**src/design/otsb_pkg.sv**
```systemverilog
// Shared types and codes for the one-shot timer bank.
// No dependencies; imported by otsb_cell, one_shot_timer_bank, the checker and the testbench.
`default_nettype none
package otsb_pkg;

    // request opcodes (opcode 3 is served as a status read)
    localparam logic [1:0] OP_TICK   = 2'd0;
    localparam logic [1:0] OP_ARM    = 2'd1;
    localparam logic [1:0] OP_STATUS = 2'd2;

    // result kinds
    localparam logic [1:0] KIND_STATUS  = 2'd0;
    localparam logic [1:0] KIND_EXPIRED = 2'd1;
    localparam logic [1:0] KIND_ARMED   = 2'd2;
    localparam logic [1:0] KIND_REJECT  = 2'd3;

    // per-cell control from the sequencer
    typedef struct packed {
        logic shift;  // take the neighbour's contents
        logic load;   // take the arm data
    } cell_ctl_t;

endpackage
`default_nettype wire

```
**src/design/otsb_cell.sv**
```systemverilog
// One timer slot of the ring: remaining count, busy and notify flags.
// Depends on otsb_pkg.
`default_nettype none
module otsb_cell #(
    parameter int COUNT_BITS = 32
) (
    input  wire                        aclk,
    input  wire                        aresetn,
    input  otsb_pkg::cell_ctl_t        ctl,
    input  wire                        nb_busy,
    input  wire                        nb_notify,
    input  wire  [COUNT_BITS-1:0]      nb_rem,
    input  wire                        ld_notify,
    input  wire  [COUNT_BITS-1:0]      ld_rem,
    output logic                       busy,
    output logic                       notify,
    output logic [COUNT_BITS-1:0]      rem
);
    import otsb_pkg::*;

    logic                  busy_reg,   busy_next;
    logic                  notify_reg, notify_next;
    logic [COUNT_BITS-1:0] rem_reg,    rem_next;

    always_comb begin
        busy_next   = busy_reg;
        notify_next = notify_reg;
        rem_next    = rem_reg;
        if (ctl.load) begin
            busy_next   = 1'b1;
            notify_next = ld_notify;
            rem_next    = ld_rem;
        end else if (ctl.shift) begin
            busy_next   = nb_busy;
            notify_next = nb_notify;
            rem_next    = nb_rem;
        end
    end

    always_ff @(posedge aclk) begin
        if (!aresetn) begin
            busy_reg   <= 1'b0;
            notify_reg <= 1'b0;
        end else begin
            busy_reg   <= busy_next;
            notify_reg <= notify_next;
        end
        rem_reg <= rem_next;  // payload, only read while busy
    end

    assign busy   = busy_reg;
    assign notify = notify_reg;
    assign rem    = rem_reg;

endmodule
`default_nettype wire

```
**src/design/one_shot_timer_bank.sv**
```systemverilog
// Arm and status requests give their registered result in the cycle after acceptance; a tick
// walks the ring through all SLOTS slots, then gives its status result from the final state.
// A tick holds off new requests until its walk and final status are done, as the single
// decrementer at the ring head serves the slots in turn; arm and status requests can be taken
// every cycle while results drain. Output stalls freeze the walk.
// Reset (aresetn, synchronous, active low) frees all slots and clears the ms counters.
`default_nettype none
module one_shot_timer_bank #(
    parameter int SLOTS      = 16,
    parameter int COUNT_BITS = 32
) (
    input  wire         aclk,
    input  wire         aresetn,
    // request channel
    input  wire         s_valid,
    output logic        s_ready,
    input  wire  [1:0]  s_opcode,
    input  wire  [31:0] s_period,
    input  wire         s_has_callback,
    // result channel
    output logic        m_valid,
    input  wire         m_ready,
    output logic [1:0]  m_kind,
    output logic [3:0]  m_slot,
    output logic [62:0] m_elapsed,
    output logic [1:0]  m_blink_bits,
    output logic        m_last
);
    import otsb_pkg::*;

    localparam int SLOT_W = $clog2(SLOTS);
    localparam logic [63:0] CNT_MAX = 64'hFFFF_FFFF_FFFF_FFFF >> (64 - COUNT_BITS);

    typedef enum logic [1:0] {ST_IDLE, ST_WALK, ST_FINAL} state_t;

    // ---------------------------------------------------------------------------------
    // Sequencer and output registers
    // ---------------------------------------------------------------------------------
    state_t              state_reg,   state_next;
    logic [SLOT_W-1:0]   step_reg,    step_next;
    logic [9:0]          ms_reg,      ms_next;
    logic [63:0]         elapsed_reg, elapsed_next;
    logic                m_valid_reg, m_valid_next;
    logic [1:0]          m_kind_reg,  m_kind_next;
    logic [3:0]          m_slot_reg,  m_slot_next;
    logic [62:0]         m_elap_reg,  m_elap_next;
    logic [1:0]          m_blink_reg, m_blink_next;
    logic                m_last_reg,  m_last_next;

    // ring of cells; cell 0 is the head that feeds the decrementer
    cell_ctl_t           ctl      [SLOTS];
    logic                busy_q   [SLOTS];
    logic                notify_q [SLOTS];
    logic [COUNT_BITS-1:0] rem_q  [SLOTS];
    logic                sh_busy  [SLOTS];
    logic                sh_notify[SLOTS];
    logic [COUNT_BITS-1:0] sh_rem [SLOTS];
    logic [SLOTS-1:0]    busy_vec;

    logic                  out_free;
    logic                  accept;
    logic                  walk_go;
    logic                  arm_take;
    logic                  free_found;
    logic [SLOT_W-1:0]     free_idx;
    logic [COUNT_BITS-1:0] head_dec;
    logic                  head_exp;
    logic [COUNT_BITS-1:0] ld_rem;
    logic [63:0]           period_ext;

    // slot field carries the index modulo 16
    function automatic logic [3:0] slot_field(input logic [SLOT_W-1:0] idx);
        logic [SLOT_W+3:0] w;
        w = {4'b0000, idx};
        return w[3:0];
    endfunction

    // bit0: (ms/40) odd, via (ms>>3)/5 as a reciprocal multiply; bit1: (ms/250) odd
    function automatic logic [1:0] blink_of(input logic [9:0] ms);
        logic [14:0] prod;
        prod = 15'(ms[9:3]) * 15'd205;
        return {((ms >= 10'd250) && (ms < 10'd500)) || (ms >= 10'd750), prod[10]};
    endfunction

    assign out_free = !m_valid_reg || m_ready;
    assign s_ready  = (state_reg == ST_IDLE) && out_free;
    assign accept   = s_valid && s_ready;
    assign walk_go  = (state_reg == ST_WALK) && out_free;

    // lowest free slot; the ring is at home position whenever arms are taken
    always_comb begin
        free_found = 1'b0;
        free_idx   = '0;
        for (int i = SLOTS - 1; i >= 0; i--) begin
            if (!busy_q[i]) begin
                free_found = 1'b1;
                free_idx   = SLOT_W'(i);
            end
        end
    end

    // period saturates to the counter width
    assign period_ext = {32'd0, s_period};
    assign ld_rem     = (period_ext > CNT_MAX) ? COUNT_BITS'(CNT_MAX)
                                               : COUNT_BITS'(period_ext);
    assign arm_take   = accept && (s_opcode == OP_ARM) && (s_period != 32'd0) && free_found;

    // head processing: one decrement per walk step
    assign head_dec = rem_q[0] - COUNT_BITS'(1);
    assign head_exp = busy_q[0] && (head_dec == '0);

    // the ring turns towards the head; slot k reaches the head at step k
    genvar g;
    generate
        for (g = 0; g < SLOTS; g++) begin : g_ring
            if (g == SLOTS - 1) begin : g_tail
                assign sh_busy[g]   = busy_q[0] && !head_exp;
                assign sh_notify[g] = notify_q[0] && !head_exp;
                assign sh_rem[g]    = busy_q[0] ? head_dec : rem_q[0];
            end else begin : g_mid
                assign sh_busy[g]   = busy_q[g+1];
                assign sh_notify[g] = notify_q[g+1];
                assign sh_rem[g]    = rem_q[g+1];
            end
            assign ctl[g].shift = walk_go;
            assign ctl[g].load  = arm_take && (free_idx == SLOT_W'(g));
            assign busy_vec[g]  = busy_q[g];

            otsb_cell #(
                .COUNT_BITS(COUNT_BITS)
            ) u_cell (
                .aclk      (aclk),
                .aresetn   (aresetn),
                .ctl       (ctl[g]),
                .nb_busy   (sh_busy[g]),
                .nb_notify (sh_notify[g]),
                .nb_rem    (sh_rem[g]),
                .ld_notify (s_has_callback),
                .ld_rem    (ld_rem),
                .busy      (busy_q[g]),
                .notify    (notify_q[g]),
                .rem       (rem_q[g])
            );
        end
    endgenerate

    always_comb begin
        state_next   = state_reg;
        step_next    = step_reg;
        ms_next      = ms_reg;
        elapsed_next = elapsed_reg;
        m_valid_next = m_valid_reg && !m_ready;
        m_kind_next  = m_kind_reg;
        m_slot_next  = m_slot_reg;
        m_elap_next  = m_elap_reg;
        m_blink_next = m_blink_reg;
        m_last_next  = m_last_reg;

        case (state_reg)
            ST_IDLE: begin
                if (accept) begin
                    case (s_opcode)
                        OP_TICK: begin
                            // counters move now; the walk's results show the new values
                            ms_next      = (ms_reg == 10'd999) ? 10'd0 : ms_reg + 10'd1;
                            elapsed_next = elapsed_reg + 64'd1;
                            step_next    = '0;
                            state_next   = ST_WALK;
                        end
                        OP_ARM: begin
                            m_valid_next = 1'b1;
                            m_kind_next  = arm_take ? KIND_ARMED : KIND_REJECT;
                            m_slot_next  = arm_take ? slot_field(free_idx) : 4'd0;
                            m_elap_next  = elapsed_reg[62:0];
                            m_blink_next = blink_of(ms_reg);
                            m_last_next  = 1'b1;
                        end
                        default: begin
                            m_valid_next = 1'b1;
                            m_kind_next  = KIND_STATUS;
                            m_slot_next  = 4'd0;
                            m_elap_next  = elapsed_reg[62:0];
                            m_blink_next = blink_of(ms_reg);
                            m_last_next  = 1'b1;
                        end
                    endcase
                end
            end
            ST_WALK: begin
                if (walk_go) begin
                    if (head_exp && notify_q[0]) begin
                        m_valid_next = 1'b1;
                        m_kind_next  = KIND_EXPIRED;
                        m_slot_next  = slot_field(step_reg);
                        m_elap_next  = elapsed_reg[62:0];
                        m_blink_next = blink_of(ms_reg);
                        m_last_next  = 1'b0;
                    end
                    if (step_reg == SLOT_W'(SLOTS - 1)) begin
                        step_next  = '0;
                        state_next = ST_FINAL;
                    end else begin
                        step_next = step_reg + SLOT_W'(1);
                    end
                end
            end
            ST_FINAL: begin
                if (out_free) begin
                    m_valid_next = 1'b1;
                    m_kind_next  = KIND_STATUS;
                    m_slot_next  = 4'd0;
                    m_elap_next  = elapsed_reg[62:0];
                    m_blink_next = blink_of(ms_reg);
                    m_last_next  = 1'b1;
                    state_next   = ST_IDLE;
                end
            end
            default: begin
                state_next = ST_IDLE;
            end
        endcase
    end

    always_ff @(posedge aclk) begin
        if (!aresetn) begin
            state_reg   <= ST_IDLE;
            step_reg    <= '0;
            ms_reg      <= 10'd0;
            elapsed_reg <= 64'd0;
            m_valid_reg <= 1'b0;
        end else begin
            state_reg   <= state_next;
            step_reg    <= step_next;
            ms_reg      <= ms_next;
            elapsed_reg <= elapsed_next;
            m_valid_reg <= m_valid_next;
        end
        m_kind_reg  <= m_kind_next;
        m_slot_reg  <= m_slot_next;
        m_elap_reg  <= m_elap_next;
        m_blink_reg <= m_blink_next;
        m_last_reg  <= m_last_next;
    end

    assign m_valid      = m_valid_reg;
    assign m_kind       = m_kind_reg;
    assign m_slot       = m_slot_reg;
    assign m_elapsed    = m_elap_reg;
    assign m_blink_bits = m_blink_reg;
    assign m_last       = m_last_reg;

    // ---------------------------------------------------------------------------------
    // Assertions
    // ---------------------------------------------------------------------------------
    // walk counter is parked at zero whenever the ring is at home
    a_step_home: assert property (@(posedge aclk) disable iff (!aresetn)
        state_reg == ST_IDLE |-> step_reg == '0)
        else $error("walk step not at zero while idle");

    // a tick request advances the elapsed count by exactly one
    a_tick_elapsed: assert property (@(posedge aclk) disable iff (!aresetn)
        accept && s_opcode == OP_TICK |=> elapsed_reg == $past(elapsed_reg) + 64'd1)
        else $error("elapsed count not advanced by tick");

    // a successful arm occupies exactly one more slot
    a_arm_count: assert property (@(posedge aclk) disable iff (!aresetn)
        arm_take |=> $countones(busy_vec) == $past($countones(busy_vec)) + 1)
        else $error("arm did not take exactly one slot");

    // the walk never occupies slots
    a_walk_frees: assert property (@(posedge aclk) disable iff (!aresetn)
        state_reg == ST_WALK |=> $countones(busy_vec) <= $past($countones(busy_vec)))
        else $error("slot became busy during walk");

    // only expiry results are followed by more results of the same request
    a_last_kind: assert property (@(posedge aclk) disable iff (!aresetn)
        m_valid_reg && !m_last_reg |-> m_kind_reg == KIND_EXPIRED)
        else $error("non-final result of wrong kind");

endmodule
`default_nettype wire

```
**config.mk**
```make
export PLATFORM = sky130hd
export DESIGN_NAME = one_shot_timer_bank
export DESIGN_NICKNAME = d
export VERILOG_FILES = /design/src/design/otsb_pkg.sv /design/src/design/otsb_cell.sv /design/src/design/one_shot_timer_bank.sv
export SDC_FILE = /design/constraint.sdc
export NUM_CORES = 1
export LEC_CHECK = 0
export BUFFER_PORTS_ARGS = -buffer_cell sky130_fd_sc_hd__clkbuf_2
export CAP_MARGIN = 20
export CORE_MARGIN = 5
export CORE_UTILIZATION = 55
export DETAILED_ROUTE_END_ITERATION = 12
export GPL_TIMING_DRIVEN = 0
export PLACE_DENSITY = 0.81
export SYNTH_ARGS = -nofsm -noshare
export SYNTH_HDL_FRONTEND = slang
export SYNTH_SLANG_ARGS = --single-unit
```
**constraint.sdc**
```tcl
create_clock -name aclk -period 13.7 [get_ports aclk]
set_input_delay 2.055 -clock aclk [delete_from_list [all_inputs] [get_ports aclk]]
set_output_delay 2.055 -clock aclk [all_outputs]
set_load 0.005 [all_outputs]
```
# Word level (Yosys, flattened, before mapping)

Cells that the tools add are included.

$add $sub $neg: 4
Multipliers: 1
Magnitude comparators: 4
Equal/unequal tests: 27
Muxes and demuxes: 179
Reductions and logical operators: 60

Operators with widths:

| operator                | count |
|---|---|
| $mux W32                | 34 |
| $mux W63                | 5 |
| $pmux W63 S3            | 1 |
| $mux W4                 | 25 |
| $mux W1                 | 91 |
| $add A64 B1 Y64 const B | 1 |
| $eq A4 B4 Y1 const B    | 9 |
| $reduce_bool A2 Y1      | 17 |
| $gt A32 B32 Y1 const B  | 1 |
| $logic_not A32 Y1       | 1 |
| $reduce_bool A32 Y1     | 1 |
| $sub A32 B1 Y32 const B | 1 |
| $logic_and A1 B1 Y1     | 28 |
| $mux W2                 | 13 |
| $pmux W2 S3             | 3 |
| $eq A4 B3 Y1 const B    | 4 |
| $pmux W4 S2             | 2 |
| $pmux W4 S3             | 1 |
| $mul A7 B8 Y11 const B  | 1 |
| $add A10 B1 Y10 const B | 1 |
| $eq A10 B10 Y1 const B  | 1 |
| $ge A10 B10 Y1 const B  | 1 |
| $ge A10 B8 Y1 const B   | 1 |
| $lt A10 B9 Y1 const B   | 1 |
| 19 further kinds        | 31 |

Register bits: 697
Output and inout bits: 74
Word-level logic and storage cells: 333

# Longest topological paths before layout

Depth after elaboration: 21
Gate-level depth with buffers: 14

# By module

Synthesis repeated with hierarchy kept, for this count alone.

Cell total of the unflattened synthesis: 2043
Area total of the unflattened synthesis: 33544.7 µm²

Modules (own cells, without submodules):

| module              | instances | cells an instance | area an instance (µm²) |
|---|---|---|---|
| otsb_cell           | 16        | 76                | 1581.5 |
| one_shot_timer_bank | 1         | 827               | 8240.4 |

# Worst setup path before layout

No wires, ideal clock.

Kind: in2reg
Start: input port m_ready
End: register m_blink_reg[0] (netlist: m_blink_bits[0]), enable pin
Library setup time: 526 ps
Arrival time: 6336 ps
Data required time: 13174 ps
Path slack: 6837 ps
Stages on the path: 7
Buffers on the path: 2
Cell sequence: nand2b_1 > clkbuf_1 > clkbuf_1 > nand2_1 > o21ai_0 > nand2_1 > a21oi_1

Cells in the longest elaborated chain, start to end: 5
Elaborated cells on any way between the ends: 8

RTL lines:

| item                                 | RTL line                   | source |
|---|---|---|
| start: declaration                   | one_shot_timer_bank.sv:22  | `input wire m_ready,` |
| $logic_or A1 B1 Y1 *                 | one_shot_timer_bank.sv:85  | `assign out_free = !m_valid_reg \|\| m_ready;` |
| $logic_and A1 B1 Y1                  | one_shot_timer_bank.sv:86  | `assign s_ready = (state_reg == ST_IDLE) && out_free;` |
| $logic_and A1 B1 Y1                  | one_shot_timer_bank.sv:87  | `assign accept = s_valid && s_ready;` |
| $ne A2 B2 Y1 (no source line)        | -                          |  |
| $reduce_and A6 Y1 (no source line) * | -                          |  |
| end signal: assignment               | one_shot_timer_bank.sv:241 | `m_blink_reg <= m_blink_next;` |
| end: declaration                     | one_shot_timer_bank.sv:47  | `logic [1:0] m_blink_reg, m_blink_next;` |

Every way passes the cells marked *; elsewhere a longest branch is shown, timed or not.
A chain may end at the register's enable or synchronous reset.

# Worst setup path in the final report

Start: input port s_period[17]
End: register g_ring[10].u_cell.rem_reg[19], enable pin

Cells in the longest elaborated chain, start to end: 5

RTL lines:

| item                                | RTL line                   | source |
|---|---|---|
| start: declaration                  | one_shot_timer_bank.sv:18  | `input wire [31:0] s_period,` |
| $reduce_bool A32 Y1                 | one_shot_timer_bank.sv:106 | `assign arm_take = accept && (s_opcode == OP_ARM) && (s_period != 32'd0) && free_found;` |
| $logic_and A1 B1 Y1 (2 in series)   | one_shot_timer_bank.sv:106 |  |
| $logic_and A1 B1 Y1                 | one_shot_timer_bank.sv:126 | `assign ctl[g].load = arm_take && (free_idx == SLOT_W'(g));` |
| $reduce_bool A2 Y1 (no source line) | -                          |  |
| end signal: assignment              | otsb_cell.sv:48            | `rem_reg <= rem_next;` |
| end: declaration                    | otsb_cell.sv:23            | `logic [COUNT_BITS-1:0] rem_reg, rem_next;` |

No other way between the ends.

==> metrics <==
outcome completed; Cell variety after synth 61; max FFs per register 512; vias in the first global route 18,700; fin area 35,100 um2; largest family of logic cells by synthesized area multiplexers; Core Region 56,200 um2; mux share of post-synthesis cell area 0.180; die area 61,400 um2; syn nets 2,281; Final setup viols 0; die width 248 um; HPWL Detailed 46.7 mm; utilization after layout 0.625; post-layout minimum cycle time 6150 ps; post-CTS setup buffer count 0; H-tree Lvls 3; xor/xnor share of the synthesized area 0.0254; HP Class reg -> reg; drt first pass iters 6; placed cell area 32,900 um2; leakage power 0.0119 uW; placed insts 3,073; Crit path arrival time 6490 ps; worst vdd ir 106 uV; Yosys reg bits 696; DRC 0; Final Wtd Congestion 0.890; Site Rows 87; Seq/Total Area, Yosys 0.636; Synth Area in Compound Gates 0.0342; largest net degree at the start of global routing 36; Tcrit/Tclk final 0.449; clk_skew 33.6 ps; DRT Wirelength 70.2 mm; hold buffer count at cts 0; Worst setup EP type flip-flop; Async SR Flop Fraction 0; Synth Instances 2,195; clock slew at reported path FFs 60 ps; IO Port Bufs 110; Pwr Density 141 nW/um2; Die Y-Extent 248 um; yosys warns 0; startpoint types input port; clock sinks 696; antenna violations before repair 0; CP max stage delay 700 ps; endpoints failing hold 0; Slew Viols, Final 0; worst setup path class in -> reg; FILL cells 4,100; Clock Path Buffers 3; ANT cells 0; crit-path max FO 17; wire per inst 22.0 um; CP max-delay cell nor4_1; main flop type after synthesis edfxtp_1; syn_area_per_cell 14.2 um2; via count 19,000; Non-Filler Instances 3,200; starting density of the core 0.554; simple-gate share of the synthesized area 0.0810; max_slew headroom 0.319; Starting DRT DRC Count 1,663; register area 19,800 um2; clk_lat worst skew 620 ps; Final ANT Viol Nets 0; CTS tree built; setup slack, reg-to-reg 9040 ps; number of synthesized flops with an enable pin 584; Post-CTS Resized 0; Root Driver clkbuf_16; Setup TNS 0 ps; GRT Total Usage 0.225; Cell Area, Synth 31,100 um2; slew at the pin closest to its max-slew limit 1020 ps; Num CTS Buffers 71; layout cells sized above 1 0.303; area occupied by multi-input gates 10,600 um2; gr ovfl total 0; cell chain of the critical path clkbuf_2, nor4_1, nand4_1, o2111ai_1, nor4b_2, nand2b_1, clkbuf_1, buf_1, nand2_2, buf_16; detail-routed via count per cell 5.95; IO Count 113; post-synthesis adder-cell area fraction 0.0206; Layout area overhead 13.0%; Final nets 2,476; first-pass GRT wire length 108 mm; Peak Freq 0.162 GHz; RSZ-0062 raised after global routing false; max cap viols 0; critical path data required time 14,040 ps
## power breakdown
group | switching (uW) | internal, uW | leakage (uW)
registers | 63.6 | 2560 | 0.00631
logic | 298 | 182 | 0.00454
clock network | 801 | 1050 | 0.00107
## through the flow
stage               power (uW)  hold WS [ps]  worst slack [ps]
finish                    4960           474              7550
global route              5120           495              7500
CTS                       4980           473              7760
detailed placement        3150           458              7140
global placement          3110           447              5470
floorplan                 2930           417              6840
## cell type report
class,instances,share of cell area
sequential,696,0.563
multi-input combinational,1311,0.303
clock buffer,92,0.0555
tap,756,0.0269
timing repair buffer,122,0.0238
buffer,136,0.0148
clock inverter,35,0.00713
inverter,52,0.00556
## critical path: cells and delay by family
family          cells  cell delay (ps)
buf+inv             4             1730
compound gates      1              690
simple gates        5             1970
## kinds of logic after synthesis
family | Yosys count
AOI/OAI and AO/OA | 175
DFF | 696
buffers and inverters | 188
adders and majority gates | 47
xor gates and xnor gates | 90
muxes | 498
and+or+nand+nor | 501
## metal layers
metal | vias to the layer above | track usage | wire length, um
li1 | 8664 | - | -
met1 | 9430 | 0.310 | 29900
met2 | 789 | 0.360 | 32600
met3 | 163 | 0.0478 | 5180
met4 | 0 | 0.0778 | 2530
met5 | - | 0 | 0
## synthesized netlist by cell type, drive strengths merged (8+ instances only)
cell type | count | share of area
and2 | 8 | 0.0016
a21oi | 52 | 0.0084
xnor2 | 64 | 0.018
inv | 52 | 0.0063
o21ai | 66 | 0.011
xor2 | 26 | 0.0073
edfxtp | 584 | 0.56
a311oi | 15 | 0.0042
and3 | 13 | 0.0026
nand3 | 56 | 0.0090
dfxtp | 112 | 0.072
buf | 10 | 0.0015
mux2 | 482 | 0.17
nand2 | 133 | 0.016
ha | 40 | 0.016
nor3 | 51 | 0.0082
or3 | 31 | 0.0062
nor2 | 93 | 0.011
clkbuf | 126 | 0.015
nor4 | 41 | 0.0083
mux2i | 16 | 0.0052
nand4 | 31 | 0.0064
## placed cells by master (no fill, tap or decap), types with 9 or more instances in the layout
cell type / netlist / layout
xor2_1: 26 / 26
nand2_1: 133 / 118
nor2_1: 93 / 93
o21ai_0: 64 / 64
or3_1: 31 / 31
mux2_2: 482 / 482
dfxtp_1: 112 / 112
xnor2_1: 64 / 64
clkinv_2: 0 / 9
mux2i_1: 16 / 16
clkinv_1: 0 / 14
clkbuf_16: 0 / 75
inv_1: 51 / 51
clkbuf_2: 0 / 110
nand3_1: 56 / 56
a311oi_1: 15 / 15
nor4_1: 41 / 41
clkbuf_1: 126 / 142
nor3_1: 51 / 51
ha_1: 40 / 40
nand2_2: 0 / 15
a21oi_1: 52 / 51
edfxtp_1: 584 / 584
and3_1: 13 / 13
nand4_1: 30 / 30
## final timing paths
check                           from                   endpoint  depth (start not counted)
max reg2reg  g_ring[0].u_cell.rem[0]              m_elapsed[55]                         13
min reg2reg          elapsed_reg[62]              m_elapsed[62]                          0
max                     s_period[17]  g_ring[10].u_cell.rem[19]                         10
min                  elapsed_reg[62]              m_elapsed[62]                          0
Note: power is estimated with default switching activity, not from simulation.
